==> config.mk <==
export PLATFORM = sky130hd
export DESIGN_NAME = sorted_priority_queue
export DESIGN_NICKNAME = d
export VERILOG_FILES = /design/src/hdl/spq_pkg.sv /design/src/hdl/spq_cell.sv /design/src/hdl/sorted_priority_queue.sv
export VERILOG_INCLUDE_DIRS = /design/src /design/src/hdl
export SDC_FILE = /design/constraint.sdc
export NUM_CORES = 1
export LEC_CHECK = 0
export BUFFER_PORTS_ARGS = -buffer_cell sky130_fd_sc_hd__buf_2
export CORE_AREA = 2 2 220 168
export CTS_BUF_LIST = sky130_fd_sc_hd__clkbuf_4 sky130_fd_sc_hd__clkbuf_8
export DETAILED_ROUTE_END_ITERATION = 10
export DIE_AREA = 0 0 222 170
export PLACE_DENSITY = 0.77
export SLEW_MARGIN = 5
export SYNTH_ARGS = -nofsm -noshare
export SYNTH_HDL_FRONTEND = slang
export SYNTH_HIERARCHICAL = 1
export SYNTH_SLANG_ARGS = --single-unit
==> constraint.sdc <==
create_clock -name clk -period 6.7 [get_ports clk]
set_input_delay 1.005 -clock clk [delete_from_list [all_inputs] [get_ports clk]]
set_output_delay 1.005 -clock clk [all_outputs]
set_load 0.02 [all_outputs]
==> src/hdl/sorted_priority_queue_assert.svh <==
// assertion macros for the sorted priority queue
`ifndef SORTED_PRIORITY_QUEUE_ASSERT_SVH
`define SORTED_PRIORITY_QUEUE_ASSERT_SVH

`ifndef SYNTHESIS

// property that must hold at every clock edge out of reset
`define SPQ_ASSERT_ALWAYS(label, clk_sig, rst_n_sig, prop, msg) \
	label: assert property (@(posedge clk_sig) disable iff (!rst_n_sig) (prop)) \
		else $error(msg);

// cause in one cycle, effect in the next
`define SPQ_ASSERT_NEXT(label, clk_sig, rst_n_sig, cause, effect, msg) \
	label: assert property (@(posedge clk_sig) disable iff (!rst_n_sig) \
		(cause) |=> (effect)) else $error(msg);

`else

`define SPQ_ASSERT_ALWAYS(label, clk_sig, rst_n_sig, prop, msg)
`define SPQ_ASSERT_NEXT(label, clk_sig, rst_n_sig, cause, effect, msg)

`endif

`endif

==> src/hdl/spq_pkg.sv <==
// types, widths and codes shared by the sorted priority queue files
package spq_pkg;

	localparam int DATA_WIDTH    = 32;
	localparam int PRIO_WIDTH    = 8;
	localparam int DEPTH_DEFAULT = 8;
	localparam int COUNT_OUT_W   = 4;
	localparam int STATUS_W      = 2;

	localparam logic OP_ENQ = 1'b0;
	localparam logic OP_DEQ = 1'b1;

	localparam logic [STATUS_W-1:0] ST_OK    = 2'd0;
	localparam logic [STATUS_W-1:0] ST_FULL  = 2'd1;
	localparam logic [STATUS_W-1:0] ST_EMPTY = 2'd2;

	typedef struct packed {
		logic                  opcode;
		logic [DATA_WIDTH-1:0] item_data;
		logic [PRIO_WIDTH-1:0] item_priority;
	} spq_item_t;

	typedef struct packed {
		logic [DATA_WIDTH-1:0]  out_data;
		logic                   out_valid;
		logic [STATUS_W-1:0]    status;
		logic [COUNT_OUT_W-1:0] entry_count;
	} spq_result_t;

	// operation broadcast to every cell of the chain
	typedef struct packed {
		logic                  enq;
		logic                  deq;
		logic [DATA_WIDTH-1:0] data;
		logic [PRIO_WIDTH-1:0] prio;
	} spq_op_t;

endpackage

==> src/hdl/spq_cell.sv <==
// one slot of the sorted chain: holds an entry, shifts toward either neighbor
module spq_cell
	import spq_pkg::*;
(
	input  logic                  clk,
	input  spq_op_t               op,
	input  logic                  occupied,
	input  logic                  tail,
	input  logic                  left_gt,
	input  logic [DATA_WIDTH-1:0] left_data,
	input  logic [PRIO_WIDTH-1:0] left_prio,
	input  logic [DATA_WIDTH-1:0] right_data,
	input  logic [PRIO_WIDTH-1:0] right_prio,
	output logic                  gt,
	output logic [DATA_WIDTH-1:0] data,
	output logic [PRIO_WIDTH-1:0] prio
);

	logic [DATA_WIDTH-1:0] data_q;
	logic [PRIO_WIDTH-1:0] prio_q;

	// stored entry sorts strictly after the new one
	assign gt = occupied && (prio_q > op.prio);

	always_ff @(posedge clk) begin
		if (op.enq && (gt || tail)) begin
			if (left_gt) begin
				data_q <= left_data;
				prio_q <= left_prio;
			end else begin
				data_q <= op.data;
				prio_q <= op.prio;
			end
		end else if (op.deq && occupied) begin
			data_q <= right_data;
			prio_q <= right_prio;
		end
	end

	assign data = data_q;
	assign prio = prio_q;

endmodule

==> src/hdl/sorted_priority_queue.sv <==
// sorted priority queue: top level with the cell chain and result register
//
// usage
//   - raise start with an item; it transfers at the clock edge where start is
//     high and busy is low. busy is held low: an item may transfer every cycle
//   - opcode OP_ENQ inserts item_data behind every entry whose priority number
//     is less than or equal to item_priority, so ties leave in arrival order
//   - opcode OP_DEQ removes the front entry (lowest priority number)
//   - each item gives one result, shown for one cycle with done high, in the
//     cycle right after the item transfers; one item a cycle
//   - the chain of cells takes the insert or the shift at the transfer edge:
//     every cell compares its own priority with the new one in parallel
//   - a full queue rejects an enqueue with ST_FULL, an empty queue answers a
//     dequeue with data 0 and ST_EMPTY; the entries stay as they were
//   - entry_count is the number held after the operation (low four bits)
//   - reset empties the queue and clears done; slot contents are not cleared
//   - the receiver cannot stall: a result not taken in its cycle is gone
module sorted_priority_queue
	import spq_pkg::*;
#(
	parameter int DEPTH = DEPTH_DEFAULT
) (
	input  logic        clk,
	input  logic        arst_n,
	input  logic        start,
	output logic        busy,
	input  spq_item_t   item,
	output logic        done,
	output spq_result_t result
);

	`include "sorted_priority_queue_assert.svh"

	localparam int CW = $clog2(DEPTH + 1);

	// fill count of the chain
	logic [CW-1:0] count_q;
	logic [CW-1:0] count_nxt;
	logic          full;
	logic          empty;
	logic          enq_en;
	logic          deq_en;
	spq_op_t       op;

	// result register
	logic        done_q;
	spq_result_t result_q;

	// chain wiring
	logic                  gt_w   [DEPTH];
	logic [DATA_WIDTH-1:0] data_w [DEPTH];
	logic [PRIO_WIDTH-1:0] prio_w [DEPTH];

	assign busy  = 1'b0;
	assign full  = (count_q == CW'(DEPTH));
	assign empty = (count_q == '0);

	// rejected operations leave the chain untouched
	assign enq_en = start && (item.opcode == OP_ENQ) && !full;
	assign deq_en = start && (item.opcode == OP_DEQ) && !empty;

	assign op.enq  = enq_en;
	assign op.deq  = deq_en;
	assign op.data = item.item_data;
	assign op.prio = item.item_priority;

	always_comb begin
		count_nxt = count_q;
		if (enq_en) begin
			count_nxt = count_q + 1'b1;
		end else if (deq_en) begin
			count_nxt = count_q - 1'b1;
		end
	end

	// cell i is occupied below the count, and the tail cell is the first free one;
	// the front cell has no left neighbor, the back cell refills from itself
	for (genvar i = 0; i < DEPTH; i++) begin : g_cell
		logic                  left_gt;
		logic [DATA_WIDTH-1:0] left_data;
		logic [PRIO_WIDTH-1:0] left_prio;
		logic [DATA_WIDTH-1:0] right_data;
		logic [PRIO_WIDTH-1:0] right_prio;

		if (i == 0) begin : g_front
			assign left_gt   = 1'b0;
			assign left_data = item.item_data;
			assign left_prio = item.item_priority;
		end else begin : g_mid
			assign left_gt   = gt_w[i-1];
			assign left_data = data_w[i-1];
			assign left_prio = prio_w[i-1];
		end

		if (i == DEPTH - 1) begin : g_back
			assign right_data = data_w[i];
			assign right_prio = prio_w[i];
		end else begin : g_inner
			assign right_data = data_w[i+1];
			assign right_prio = prio_w[i+1];
		end

		spq_cell u_cell (
			.clk        (clk),
			.op         (op),
			.occupied   (CW'(i) < count_q),
			.tail       (CW'(i) == count_q),
			.left_gt    (left_gt),
			.left_data  (left_data),
			.left_prio  (left_prio),
			.right_data (right_data),
			.right_prio (right_prio),
			.gt         (gt_w[i]),
			.data       (data_w[i]),
			.prio       (prio_w[i])
		);
	end

	always_ff @(posedge clk or negedge arst_n) begin
		if (!arst_n) begin
			count_q <= '0;
			done_q  <= 1'b0;
		end else begin
			count_q <= count_nxt;
			done_q  <= start;
		end
	end

	// result payload, captured for every transfer
	always_ff @(posedge clk) begin
		if (start) begin
			result_q.out_data    <= deq_en ? data_w[0] : '0;
			result_q.out_valid   <= deq_en;
			result_q.entry_count <= COUNT_OUT_W'(count_nxt);
			if (item.opcode == OP_ENQ) begin
				result_q.status <= full ? ST_FULL : ST_OK;
			end else begin
				result_q.status <= empty ? ST_EMPTY : ST_OK;
			end
		end
	end

	assign done   = done_q;
	assign result = result_q;

	// checks
	`SPQ_ASSERT_ALWAYS(a_count_bound, clk, arst_n, count_q <= CW'(DEPTH),
		"fill count above depth")
	`SPQ_ASSERT_NEXT(a_done_follows_start, clk, arst_n, !start, !done,
		"result strobe without a transfer")
	`SPQ_ASSERT_NEXT(a_empty_dequeue, clk, arst_n,
		start && (item.opcode == OP_DEQ) && empty,
		done && (result.status == ST_EMPTY) && !result.out_valid,
		"dequeue on empty queue not reported")
	`SPQ_ASSERT_NEXT(a_full_enqueue, clk, arst_n,
		start && (item.opcode == OP_ENQ) && full,
		(result.status == ST_FULL) && $stable(count_q),
		"enqueue on full queue changed the queue")

endmodule

# Word-level counts from Yosys, hierarchy flattened
# Cells that the tools add are included.
[word_totals] register_bits=364 inputBits=44 out_inout_bits=41
[op_classes] addsub=2 n_lt_le_gt_ge=16 eq_ne=8 muxes=47 bitwise_logic=1 n_reduce_logical=45
[ops] op="32-bit 2-to-1 mux" n=21
[ops] op="8-bit 2-to-1 mux" n=21
[ops] op="8-bit greater-than comparator" n=8
[ops] op="1-bit logical AND" n=27
[ops] op="3-bit by 4-bit == test with 1-bit output (first input constant)" n=4
[ops] op="3-bit by 4-bit < comparator with 1-bit output (first input constant)" n=4
[ops] op="2-bit nonzero test" n=7
[ops] op="2-bit by 4-bit == test with 1-bit output (first input constant)" n=2
[ops] op="1-bit logical OR" n=8
[ops] op="1-bit by 4-bit < comparator with 1-bit output (first input constant)" n=2
[ops] op="2-bit by 4-bit < comparator with 1-bit output (first input constant)" n=2
[ops] op="4-bit 2-to-1 mux" n=2
[ops] op="4-bit by 1-bit adder with 4-bit output (second input constant)" n=1
[ops] op="1-bit by 4-bit == test with 1-bit output (first input constant)" n=1
[ops] op="4-bit == test (second input constant)" n=1
[ops] op="4-bit logical NOT" n=1
[ops] op="2-bit 2-to-1 mux" n=2
[ops] op="4-bit by 1-bit subtractor with 4-bit output (second input constant)" n=1
[ops] op="1-bit logical NOT" n=2
[ops] op="1-bit 2-to-1 mux" n=1
[ops] op="1-bit NOT" n=1

# Depth between registers and ports, before layout
# Gate-level depths: netlist (run 1).
[depth] word_depth=6 mapped_depth=13 ltp_nobuf=10

# Cells and area by module
# Netlist (run 1), hierarchy kept.
[modules_own_cells] module="spq_cell" n_inst=8 cells_per_inst=169 area_each_um2=2387.3 seq_area_each_um2=1201.2
[modules_own_cells] module="sorted_priority_queue" n_inst=1 cells_per_inst=138 area_each_um2=1924.3 seq_area_each_um2=1296.2

# Least setup slack after synthesis (run 1)
# OpenSTA, ideal clock, no wires.
[synth_timing] path_kind="input port to flip-flop" start="input start" end="register g_cell[0].u_cell.data_q[0], enable pin" arrival_ns=3.264 required_ns=6.302 setup_slack_ns=3.038 stages=5 n_path_buf=1 cell_sequence="nor2b_1 and2_1 o311ai_4 buf_6 nand2_1"
[synth_via] elab_chain_cells=4 word_cells_on_any_way=7
[synth_lines] element="from (decl)" line="sorted_priority_queue.sv:25" text="input logic start,"
[synth_lines] element="1-bit logical AND (2 in series)" line="sorted_priority_queue.sv:59" text="assign enq_en = start && (item.opcode == OP_ENQ) && !full;"
[synth_lines] element="net enq_en" line="sorted_priority_queue.sv:41" text="logic enq_en;"
[synth_lines] element="1-bit logical AND" line="spq_cell.sv:26" text="if (op.enq && (gt || tail)) begin"
[synth_lines] element="2-bit nonzero test (no line)"
[synth_lines] element="to (signal assigned)" line="spq_cell.sv:28" text="data_q <= left_data;"
[synth_lines] element="to (signal assigned)" line="spq_cell.sv:31" text="data_q <= op.data;"
[synth_lines] element="to (signal assigned)" line="spq_cell.sv:35" text="data_q <= right_data;"
[synth_lines] element="to (decl)" line="spq_cell.sv:19" text="logic [DATA_WIDTH-1:0] data_q;"
# The timed path passes the listed nets, and every way through them passes these cells.
# A chain may end at the register's enable or synchronous reset.

# Worst setup path after layout (run 1)
[layout_timing] start="input item[1] (netlist bit)" end="register g_cell[2].u_cell.data_q[9] (data pin)"
[layout_via] word_cells_on_any_way=8
[layout_lines] element="from (decl)" line="sorted_priority_queue.sv:27" text="input spq_item_t item,"
[layout_lines] element="8-bit greater-than comparator" line="spq_cell.sv:23" text="assign gt = occupied && (prio_q > op.prio);"
[layout_lines] element="1-bit logical AND" line="spq_cell.sv:23"
[layout_lines] element="net g_cell[2].left_gt" line="sorted_priority_queue.sv:79" text="logic left_gt;"
[layout_lines] element="32-bit 2-to-1 mux" line="spq_cell.sv:27" text="if (left_gt) begin"
[layout_lines] element="32-bit 2-to-1 mux" line="spq_cell.sv:26"
[layout_lines] element="to (signal assigned)" line="spq_cell.sv:28"
[layout_lines] element="to (signal assigned)" line="spq_cell.sv:31"
[layout_lines] element="to (signal assigned)" line="spq_cell.sv:35"
[layout_lines] element="to (decl)" line="spq_cell.sv:19"
# The timed path passes the listed nets, and every way through them passes these cells.

==> results of run 1 <==
==> worst max-delay path, delay by kind of cell <==
| family | cells | cell delay [ns] |
|---|---|---|
| compound gates | 2 | 0.40 |
| fa+ha+maj | 1 | 0.31 |
| buf+inv | 3 | 0.80 |
| mux | 2 | 0.67 |
| simple gates | 3 | 0.97 |
==> stage by stage <==
step	area, sq um	setup WS, ns
2_1_floorplan	21000	3.04
3_3_place_gp	21700	2.37
3_5_place_dp	21700	2.30
4_1_cts	22800	2.95
5_1_grt	22800	2.79
6_report	22800	2.87
==> final cells by class <==
class	count	share of cell area (%)
clock buffers	86	4.45
well taps	465	2.55
inverters	68	1.14
multi-input cells	975	40.9
diodes	1	0.0110
repair buffers	111	2.75
flip-flops and latches	364	47.9
clock inverters	15	0.291
==> path summary, 6_finish.rpt <==
| kind | slack, ns | from | endpoint | depth (start not counted) |
|---|---|---|---|---|
| max reg2reg | 2.98 | count_q[1] | g_cell[2].u_cell/data[9] | 10 |
| max in group asynchronous | 6.30 | arst_n | count_q[0] | 1 |
| min | 0.22 | arst_n | count_q[2] | 1 |
| min reg2reg | 0.55 | g_cell[2].u_cell/data[23] | g_cell[1].u_cell/data[23] | 1 |
| min in group clk | 0.55 | g_cell[2].u_cell/data[23] | g_cell[1].u_cell/data[23] | 1 |
| max | 2.87 | item[1] | g_cell[2].u_cell/data[9] | 11 |
==> routing by layer <==
layer	part of all wire (%)	vias up	global-route usage, %
li1	-	5839	-
met1	45	6369	37.3
met2	45	488	44.3
met3	6.9	90	4.21
met4	3.0	0	9.20
met5	0	-	0
==> layout by cell type, fill, tap and decap left out, drive strengths merged, types with 2 or more instances in the layout <==
cell type and count:
mux2 584, edfxtp 359, buf 111, clkbuf 86
nand2 82, o21ai 72, ha 69, inv 67
and3 36, a21oi 34, nor2 21, nand4 16
clkinv 15, nor2b 10, o211ai 8, nand2b 8
o311ai 8, and2 8, dfrtp 5, conb 3
xnor2 2, nand3 2, a21o 2, nor3 2
==> registers in the layout, indices dropped and copies added (netlist names) <==
name and cells:
g_cell.u_cell/data 256, g_cell.u_cell/prio 64, result 39, count_q 4
done 1
==> power by group <==
part | internal, mW | switching [mW]
Sequential | 3.45 | 0.360
Clock | 0.958 | 0.866
Combinational | 1.39 | 1.84
==> flow_summary_export.csv, run 1 <==
group,metric,value,unit
clock_tree,clock_latency,0.62,ns
detailed_routing,totalWireLength,50.6,mm
synthesis,synth_cells,1488,
synthesis,avgSynthCellArea,14.1,sq um
sta,min_period,3.83,ns
synthesis,ys_warn_count,6,
final_layout,final_cell_count_no_fill,2085,
floorplanning,core,0.0355,sq mm
power,power,8.86,mW
critical_path,path_class,"input pin to register",
sta,finalHoldViolations,0,
clock_tree,postCtsSetupRepairBufs,0,
sta,hold_slack,0.223,ns
global_routing,grt_pass1_wl,78.3,mm
final_layout,drive_gt1_share,30.7,%
global_routing,antenna_found_initial,1,
detailed_routing,drtAntennaViolNets,0,
critical_path,crit_path_end_kind,"register",
critical_path,cp.arrival,4.19,ns
sta,slew_violations,0,
floorplanning,die_h,170,um
clock_tree,ctsResizeCount,0,
sta,worst_pin_slew,1.02,ns
clock_tree,clockBufferDepth,3,
global_routing,grt_max_degree,48,
placed_design,dp_hpwl,30.9,mm
detailed_routing,drc,0,
sta,tns,0,ns
sta,setup_viol,0,
critical_path,start_kind,"input pin",
placed_design,place_inst,1983,
detailed_routing,via_per_inst,6.13,
detailed_routing,first_pass_iters,5,
power,ir_drop,0.189,mV
final_layout,syn2layout_area_growth,8.43,%
detailed_routing,drt_iter0_drc,1023,
clock_tree,cts.sinks,364,
detailed_routing,dr_total_vias,12786,
clock_tree,cts.hold.buffers_added,0,
clock_tree,clk_pin_slew,0.06,ns
sta,max-slew-margin-rel,31.5,%
final_layout,multi_input_area,0.00933,sq mm
sta,rsz0062_at_grt,"no",
clock_tree,cts_tree,"done",
sta,finalCritPeriodShare,57.2,%
sta,finalClockSkew,0.0299,ns
final_layout,fin_nets,1691,
power,p_leak,8.44,nW
final_layout,final_core_util,64.2,%
clock_tree,cts_buffers,58,
global_routing,grt_pass1_vias,13338,
flow_run,cap_violations,0,
floorplanning,start_util,59.2,%
final_layout,regArea,0.0109,sq mm
critical_path,cp_slowest_stage_delay,0.67,ns
critical_path,cp_max_fo,27,
power,power_density,389,mW/mm^2
detailed_routing,post_drt_wl_per_cell,24.3,um
min_path,worstHoldPathType,"input pin to async pin",
placed_design,gp_congestion,0.914,
global_routing,grt_use_total,27.1,%
final_layout,n_fill_cell,2668,
synthesis,synth.cell_area,0.0210,sq mm
floorplanning,rows,60,
critical_path,cp.required,7.06,ns
floorplanning,ios,85,
critical_path,worst_path_max_delay_cell,"nor2_4",
sta,fmax,261,MHz
status,status,"finished clean",
placed_design,io_buffers,83,
clock_tree,htree_levels,2,
floorplanning,die_area,0.0377,sq mm
global_routing,grt_overflow,0,
critical_path,worstPathCellList,"buf_2 > inv_1 > ha_1 > nor2b_1 > o211ai_1 > a21oi_1 > nor2_1 > nor2_4 > buf_4 > mux2_2 > mux2_1",
floorplanning,die_width,222,um
clock_tree,clockRootBuffer,"clkbuf_8",
(Power assumes the default switching activity.)
==> inputs of run 2 (changes only) <==
Settings changed: CORE_AREA 2 2 220 168 to 2 2 223 170, DIE_AREA 0 0 222 170 to 0 0 225 172, PLACE_DENSITY 0.77 to 0.78.
Clock period 6.7 ns to 3.3 ns, I/O delays scaled along.
==> flow_summary_export.csv, run 2 (synthesis results as in run 1) <==
group,metric,value,unit
sta,fmax,325,MHz
global_routing,grt_pass1_wl,75.9,mm
clock_tree,clk_pin_slew,0.06,ns
sta,tns,0,ns
critical_path,cp.arrival,3.45,ns
floorplanning,die_width,225,um
clock_tree,clock_latency,0.63,ns
power,power_density,790,mW/mm^2
sta,rsz0062_at_grt,"no",
critical_path,critPathBufInv,4,
final_layout,final_cell_count_no_fill,2130,
sta,finalHoldViolations,0,
global_routing,antenna_found_initial,2,
sta,min_period,3.08,ns
floorplanning,core,0.0366,sq mm
placed_design,gp_congestion,0.883,
critical_path,reg2reg_to,"g_cell[2].u_cell/data[11]",
placed_design,io_buffers,83,
critical_path,start_kind,"register",
sta,max-slew-margin-rel,43.5,%
power,ir_drop,0.546,mV
critical_path,cp.required,3.67,ns
sta,worst_pin_slew,0.848,ns
critical_path,startpoint,"count_q[1]",
global_routing,grt_max_degree,41,
floorplanning,die_area,0.0387,sq mm
final_layout,mostFrequentLayoutCells,"edfxtp_1 (359), mux2_1 (320), mux2_2 (264)",
floorplanning,ios,85,
flow_run,cap_violations,0,
sta,finalClockSkew,0.0291,ns
critical_path,path_class,"register to register",
clock_tree,clockBufferDepth,3,
critical_path,crit_path_end_kind,"register",
sta,finalCritPeriodShare,93.3,%
global_routing,grt_use_total,25.5,%
detailed_routing,post_drt_wl_per_cell,23.2,um
final_layout,n_fill_cell,2666,
floorplanning,rows,61,
critical_path,cp_max_fo,29,
detailed_routing,drt_iter0_drc,939,
critical_path,rrSetupSlack,0.22,ns
placed_design,dp_hpwl,32.8,mm
final_layout,final_common_cell,"edfxtp_1",
final_layout,fin_nets,1724,
detailed_routing,totalWireLength,49.4,mm
critical_path,worst_path_max_delay_cell,"dfrtp_1",
clock_tree,cts_buffers,57,
placed_design,place_inst,2023,
min_path,worstHoldPathType,"input pin to async pin",
critical_path,r2r_start,"count_q[1]",
final_layout,final_core_util,63.8,%
sta,layout_setup_ws,0.221,ns
clock_tree,htree_levels,2,
floorplanning,start_util,57.5,%
global_routing,grt_pass1_vias,13186,
clock_tree,cts_tree,"done",
global_routing,grt_overflow,0,
critical_path,cp_slowest_stage_delay,0.49,ns
placed_design,dpl_worst_slack,0.0455,ns
detailed_routing,dr_total_vias,12708,
clock_tree,cts.sinks,364,
final_layout,syn2layout_area_growth,11.0,%
detailed_routing,first_pass_iters,5,
critical_path,worstPathCellList,"inv_1 > ha_1 > or3b_1 > clkinv_4 > nor2_1 > o21ai_0 > buf_4 > nor2_4 > buf_12 > mux2_2 > mux2_1",
floorplanning,die_h,172,um
sta,setup_viol,0,
final_layout,drive_gt1_share,32.0,%
clock_tree,clockRootBuffer,"clkbuf_8",
clock_tree,postCtsSetupRepairBufs,0,
sta,slew_violations,0,
detailed_routing,drtAntennaViolNets,0,
final_layout,largest_reg_flops,256,
status,status,"finished clean",
power,p_leak,8.72,nW
detailed_routing,drc,0,
critical_path,rr_worst_depth,11,
critical_path,critical-path-top-delay-family,"buffers and inverters",
detailed_routing,via_per_inst,5.97,
[run 2: cell count changes in the layout (fill, tap and decap cells not counted), sizes merged]
| cell | change |
|---|---|
| clkbuf | -2 |
| buf | +33 |
| clkinv | +3 |
| inv | +2 |
| diode | +1 |
| dlygate4sd3 | +1 |
[run 2: per-stage QoR]
step	hold slack, ns	power [mW]	instance area (sq um)
after floorplan	0.199	12.3	21000
after global placement	0.337	14.5	22200
after detailed placement	0.334	14.7	22200
after CTS	0.230	18.5	23300
after global routing	0.264	19.3	23300
final	0.278	18.4	23300
[run 2: per-layer routing]
metal | track usage [%] | wire (um) | part of all wire, % | vias to the layer above
met2 | 41.6 | 22600 | 46 | 405
met4 | 8.70 | 1350 | 2.7 | 0
met5 | 0 | 0 | 0 | -
met3 | 3.86 | 2710 | 5.5 | 92
met1 | 35.0 | 22700 | 46 | 6283
li1 | - | - | - | 5928
[run 2: timing repair]
item / CTS / global route
hold endpoints to repair: 5 / 0
hold buffers: 1 / 0
resized for setup: 0 / 0
[run 2: power by group]
group,leakage (nW),switching [mW],internal [mW]
Clock,0.587,1.79,1.94
Combinational,4.69,3.79,3.23
Sequential,3.44,0.705,6.99
[run 2: how the worst max path moves through the flow]
| stage | end | slack, ns | cells after the start |
|---|---|---|---|
| after detailed placement | g_cell[2].u_cell/data[8] | 0.05 | 9 |
| after CTS | g_cell[2].u_cell/data[29] | 0.26 | 11 |
| after floorplan | g_cell[0].u_cell/data[0] | 0.05 | 7 |
| after global placement | g_cell[2].u_cell/data[8] | 0.13 | 9 |
| after global routing | g_cell[2].u_cell/data[11] | 0.09 | 11 |
| final | g_cell[2].u_cell/data[11] | 0.22 | 11 |
[run 2: area by class of cell]
class	count	area [sq um]	share of cell area, %
clock inverters	20	95.1	0.408
diodes	2	5.00	0.0215
multi-input cells	975	9330	40.0
clock buffers	84	1000	4.28
well taps	472	591	2.53
inverters	68	260	1.12
repair buffers	145	1150	4.91
flip-flops and latches	364	10900	46.7
